**src/hdl/hghc_sdiv.sv**
```systemverilog
// bit-serial restoring divider, one quotient bit per cycle
module hghc_sdiv #(
  parameter int NUM_W = 12,
  parameter int DEN_W = 12
) (
  input  logic             clk,
  input  logic             rst_n,
  input  logic             start,
  input  logic [NUM_W-1:0] num,
  input  logic [DEN_W-1:0] den,
  output logic             done,
  output logic [NUM_W-1:0] quo
);
  localparam int CW = $clog2(NUM_W + 1);

  logic             busy_r;
  logic             done_r;
  logic [CW-1:0]    cnt_r;
  logic [NUM_W-1:0] num_r;
  logic [DEN_W-1:0] den_r;
  logic [DEN_W:0]   rem_r;
  logic [NUM_W-1:0] quo_r;
  logic [DEN_W:0]   shifted;
  logic             ge;
  logic [DEN_W:0]   rem_nxt;

  always_comb begin
    shifted = {rem_r[DEN_W-1:0], num_r[NUM_W-1]};
    ge      = shifted >= {1'b0, den_r};
    rem_nxt = ge ? shifted - {1'b0, den_r} : shifted;
  end

  always_ff @(posedge clk) begin
    if (!rst_n) begin
      busy_r <= 1'b0;
      done_r <= 1'b0;
      cnt_r  <= '0;
    end else begin
      done_r <= 1'b0;
      if (start) begin
        busy_r <= 1'b1;
        cnt_r  <= CW'(NUM_W);
      end else if (busy_r) begin
        cnt_r <= cnt_r - CW'(1);
        if (cnt_r == CW'(1)) begin
          busy_r <= 1'b0;
          done_r <= 1'b1;
        end
      end
    end
  end

  always_ff @(posedge clk) begin
    if (start) begin
      num_r <= num;
      den_r <= den;
      rem_r <= '0;
      quo_r <= '0;
    end else if (busy_r) begin
      num_r <= {num_r[NUM_W-2:0], 1'b0};
      rem_r <= rem_nxt;
      quo_r <= {quo_r[NUM_W-2:0], ge};
    end
  end

  assign done = done_r;
  assign quo  = quo_r;
endmodule

```
**config.mk**
```make
export PLATFORM = sky130hd
export DESIGN_NAME = hghc_sdiv
export DESIGN_NICKNAME = d
export VERILOG_FILES = /design/src/hdl/hghc_sdiv.sv
export SDC_FILE = /design/constraint.sdc
export NUM_CORES = 1
export LEC_CHECK = 0
export BUFFER_PORTS_ARGS = -buffer_cell sky130_fd_sc_hd__buf_2
export CORE_MARGIN = 2
export CORE_UTILIZATION = 60
export DETAILED_ROUTE_END_ITERATION = 7
export HOLD_SLACK_MARGIN = 0.08
export PLACE_DENSITY = 0.83
export SKIP_CTS_REPAIR_TIMING = 1
export SYNTH_ARGS = -nofsm -noshare
export SYNTH_HDL_FRONTEND = slang
export SYNTH_SLANG_ARGS = --single-unit
```
**constraint.sdc**
```tcl
create_clock -name clk -period 6 [get_ports clk]
set_clock_uncertainty 0.1 [all_clocks]
set_input_delay 1.2 -clock clk [delete_from_list [all_inputs] [get_ports clk]]
set_output_delay 1.2 -clock clk [all_outputs]
set_load 0.02 [all_outputs]
```
==> run_summary.xml <==
<?xml version="1.0" encoding="UTF-8"?>
<metrics>
  <group name="floorplanning">
    <metric name="floorplan.die_area" unit="mm^2">0.00517</metric>
    <metric name="core.rowCount" unit="">24</metric>
    <metric name="fp.dieH" unit="um">71.9</metric>
    <metric name="start_util" unit="">0.631</metric>
    <metric name="design.portCount" unit="">40</metric>
    <metric name="floorplan.die.width" unit="um">71.9</metric>
    <metric name="fp.coreArea" unit="mm^2">0.00438</metric>
  </group>
  <group name="power">
    <metric name="power.static_leakage" unit="nW">1.35</metric>
    <metric name="vdd_drop_max" unit="V">0.000140</metric>
    <metric name="power.density_cell_area" unit="mW/mm^2">267</metric>
  </group>
  <group name="clocking">
    <metric name="htree_num_levels" unit="">2</metric>
    <metric name="worst_setup_hold_path_clk_slew" unit="ns">0.10</metric>
    <metric name="cts_tree" unit="">built</metric>
    <metric name="cts_root_buffer" unit="">clkbuf_8</metric>
    <metric name="cts-buffers-inserted" unit="">5</metric>
    <metric name="cts.path.max_buffers" unit="">2</metric>
    <metric name="worst_skew_pair.late_latency" unit="ns">0.31</metric>
    <metric name="numClockSinks" unit="">54</metric>
  </group>
  <group name="sta">
    <metric name="setup_violating_endpoint_count_in_the_final_report" unit="">0</metric>
    <metric name="hold_slack" unit="ns">0.401</metric>
    <metric name="worst_pin_slew" unit="ns">1.10</metric>
    <metric name="post-route-min-period" unit="ns">2.65</metric>
    <metric name="final_critical_path_setup_slack" unit="ns">3.35</metric>
    <metric name="achievable-frequency" unit="MHz">378</metric>
    <metric name="finalHoldViolations" unit="">0</metric>
    <metric name="fin_crit_sh" unit="">0.441</metric>
    <metric name="totalNegativeSetupSlack" unit="ns">0</metric>
    <metric name="slew_violations" unit="">0</metric>
    <metric name="slew_headroom" unit="">0.266</metric>
    <metric name="rsz_0062_raised_after_global_routing" unit="">false</metric>
  </group>
  <group name="hold_path">
    <metric name="worstHoldPathCells" unit="">2</metric>
    <metric name="holdCritPathClass" unit="">flip-flop to flip-flop</metric>
  </group>
  <group name="yosys">
    <metric name="synth_cell_type_count" unit="">45</metric>
    <metric name="postSynth.topFlopCell" unit="">dfxtp_1</metric>
    <metric name="post_synth_and_or_nand_nor_area_fraction" unit="">0.123</metric>
    <metric name="post_synth_adder_cell_area" unit="">0.0705</metric>
    <metric name="post_synthesis_compound_gate_area_fraction" unit="">0.142</metric>
    <metric name="synth_enable_flop_cells" unit="">24</metric>
    <metric name="async_flop_share" unit="">0</metric>
    <metric name="syn_inst" unit="">264</metric>
    <metric name="syn_area" unit="mm^2">0.00277</metric>
    <metric name="synth_xor_area_frac" unit="">0.0285</metric>
    <metric name="synth.largest_area_cell" unit="">edfxtp_1</metric>
    <metric name="combinational_family_with_the_most_area_after_synthesis" unit="">compound AO/OA/AOI/OAI gates</metric>
    <metric name="yosys-mux-area-fraction" unit="">0.110</metric>
    <metric name="synth_warnings" unit="">0</metric>
    <metric name="syn_nets" unit="">306</metric>
    <metric name="yosys.area.top_type_share" unit="">0.260</metric>
    <metric name="seq_area_frac_synth" unit="">0.477</metric>
    <metric name="synth_area_leaders" unit="">edfxtp_1, dfxtp_1, ha_1, mux2i_1, mux2_2</metric>
    <metric name="ys_seq_elements" unit="">54</metric>
    <metric name="synthesized_area_per_cell" unit="um^2">10.5</metric>
  </group>
  <group name="final_layout">
    <metric name="antenna_cells" unit="">0</metric>
    <metric name="area.growth.synth_to_final" unit="%">11.0</metric>
    <metric name="fin_nets" unit="">341</metric>
    <metric name="final_cells" unit="">352</metric>
    <metric name="post_route_cells_drive_above_1_share" unit="">0.227</metric>
    <metric name="num-fill-cells" unit="">333</metric>
  </group>
  <group name="routing">
    <metric name="detail_route.iter0.violations" unit="">113</metric>
    <metric name="routed_via_density" unit="">5.61</metric>
    <metric name="routed-via-count" unit="">1976</metric>
    <metric name="first_pass_iters" unit="">4</metric>
    <metric name="route.detailed.wl_per_inst" unit="um">13.0</metric>
    <metric name="drc_errors" unit="">0</metric>
    <metric name="postRouteWirelength" unit="mm">4.56</metric>
    <metric name="route.antenna.remaining_nets" unit="">0</metric>
  </group>
  <group name="grt">
    <metric name="grt_start_max_net_pins" unit="">59</metric>
    <metric name="antenna_found_initial" unit="">0</metric>
    <metric name="first_global_vias" unit="">1882</metric>
    <metric name="grt_remaining_overflow" unit="">0</metric>
    <metric name="gr-usage-all-layers" unit="">0.191</metric>
    <metric name="grt_first_pass_wirelength" unit="mm">7.87</metric>
  </group>
  <group name="setup_path">
    <metric name="setup.worst_path.end_class" unit="">flip-flop</metric>
    <metric name="worst_path_maximum_fanout" unit="">3</metric>
    <metric name="worst-r2r-cell-count" unit="">9</metric>
    <metric name="timing.critical_path.to" unit="">rem_r[8]</metric>
    <metric name="critical_path.cell_chain" unit="">inv_1 -&gt; ha_1 -&gt; fa_1 -&gt; nand2b_1 -&gt; a21oi_1 -&gt; nor2_1 -&gt; o211ai_1 -&gt; or3b_2 -&gt; a311oi_2</metric>
    <metric name="worst_path_max_delay_cell" unit="">or3b_2</metric>
    <metric name="worstSetupStartpoint" unit="">num_r[11]</metric>
    <metric name="reg2reg_slack" unit="ns">3.35</metric>
    <metric name="critical_path.startpoint_type" unit="">flip-flop</metric>
    <metric name="stage_delay_of_the_slowest_cell_on_the_critical_path" unit="ns">0.48</metric>
    <metric name="critical_path_class" unit="">flip-flop to flip-flop</metric>
    <metric name="critical_path_required" unit="ns">6.12</metric>
    <metric name="worst_r2r_startpoint" unit="">num_r[11]</metric>
    <metric name="critPathArrivalTime" unit="ns">2.77</metric>
    <metric name="timing.rr.end" unit="">rem_r[8]</metric>
  </group>
  <group name="place">
    <metric name="io_buffers" unit="">39</metric>
    <metric name="gp_routability_congestion" unit="">0.816</metric>
    <metric name="hpwl" unit="mm">3.14</metric>
    <metric name="dp.cells" unit="">344</metric>
    <metric name="place_ws" unit="ns">3.08</metric>
  </group>
  <group name="run">
    <metric name="maxCapViolations" unit="">0</metric>
  </group>
  <group name="outcome">
    <metric name="status" unit="">finished clean</metric>
  </group>
</metrics>
-- final cells by class --
class,instances,area [um^2],share of cell area
Inverter,19,71.3,0.0232
Timing Repair Buffer,40,203,0.0660
Clock buffer,6,82.6,0.0269
Multi-Input combinational cell,179,1310,0.427
Clock inverter,2,17.5,0.00570
Tap cell,52,65.1,0.0212
Sequential cell,54,1320,0.430
-- metal layers --
| layer | global-route usage | part of all wire |
|---|---|---|
| met5 | 0 | 0 |
| met4 | 0.0839 | 0.016 |
| met3 | 0.0389 | 0.035 |
| met2 | 0.312 | 0.47 |
| met1 | 0.250 | 0.48 |
-- worst min path at each step --
| stage | start | to |
|---|---|---|
| CTS | quo[11] | quo[11] |
| finish | rem_r[11] | rem_r[11] |
| global placement | quo[11] | quo[11] |
| global route | rem_r[10] | rem_r[10] |
| floorplan | rem_r[11] | rem_r[11] |
| detailed placement | quo[11] | quo[11] |
-- sequential cells by signal, summed over array words and instances, names as in the netlist --
name,flops
num_r,12
rem_r,12
den_r,12
done,1
busy_r,1
cnt_r,4
quo,12
-- critical path: cells and delay by family, from the launching register on --
| family | cells | cell delay [ns] |
|---|---|---|
| buffers and inverters | 1 | 0.05 |
| AND/OR/NAND/NOR | 3 | 0.77 |
| AO/OA/AOI/OAI | 3 | 0.63 |
| flip-flops | 1 | 0.37 |
| adder cells (fa/ha/maj) | 2 | 0.63 |
-- synth_stat cells, drive strengths merged (2+ instances only) --
master	count
a21o	3
nand3	2
nor3	4
xor2	2
buf	4
clkbuf	8
mux2	12
ha	14
nand2	13
a311oi	4
o31a	2
dfxtp	30
nor3b	2
or2	3
nor2b	2
inv	19
a211oi	7
a21oi	15
xnor2	7
o21a	4
a41o	2
edfxtp	24
mux2i	17
o211ai	2
nor2	35
o21ai	6
nand2b	6
o31ai	2
-- layout by cell type (no fill, tap or decap), types with 3 or more instances in the layout --
| master | instances |
|---|---|
| a211oi_1 | 7 |
| o21ai_0 | 6 |
| or2_2 | 3 |
| xnor2_1 | 7 |
| a21o_1 | 3 |
| o21a_1 | 4 |
| clkbuf_8 | 6 |
| mux2i_1 | 17 |
| inv_1 | 19 |
| a21oi_1 | 14 |
| edfxtp_1 | 24 |
| dfxtp_1 | 30 |
| ha_1 | 14 |
| nor2_1 | 35 |
| nor3_1 | 4 |
| nand2_1 | 13 |
| nand2b_1 | 6 |
| mux2_2 | 12 |
| buf_2 | 39 |
-- per-stage QoR --
step / util / power, mW / instance area [um^2]
floorplan: - / 0.578 / 2770
global route: 0.701 / 0.861 / 3070
finish: 0.701 / 0.821 / 3070
CTS: 0.701 / 0.827 / 3070
detailed placement: 0.678 / 0.611 / 2970
global placement: 0.678 / 0.606 / 2970
-- cells by family (layout without fill, tap and decap cells) --
kind of cell / after synthesis / after routing
adder cells (fa/ha/maj): 15 / 15
AO/OA/AOI/OAI: 53 / 53
multiplexers: 29 / 29
XOR/XNOR: 9 / 9
buffers and inverters: 31 / 67
flip-flops: 54 / 54
AND/OR/NAND/NOR: 73 / 73
-- power by group --
part	leakage, nW	switching [mW]	total, mW	internal [mW]
Combinational	0.815	0.0920	0.173	0.0811
Sequential	0.484	0.0164	0.429	0.413
Clock	0.0514	0.123	0.218	0.0952
Total	1.35	0.231	0.821	0.589
(Power assumes the default switching activity.)
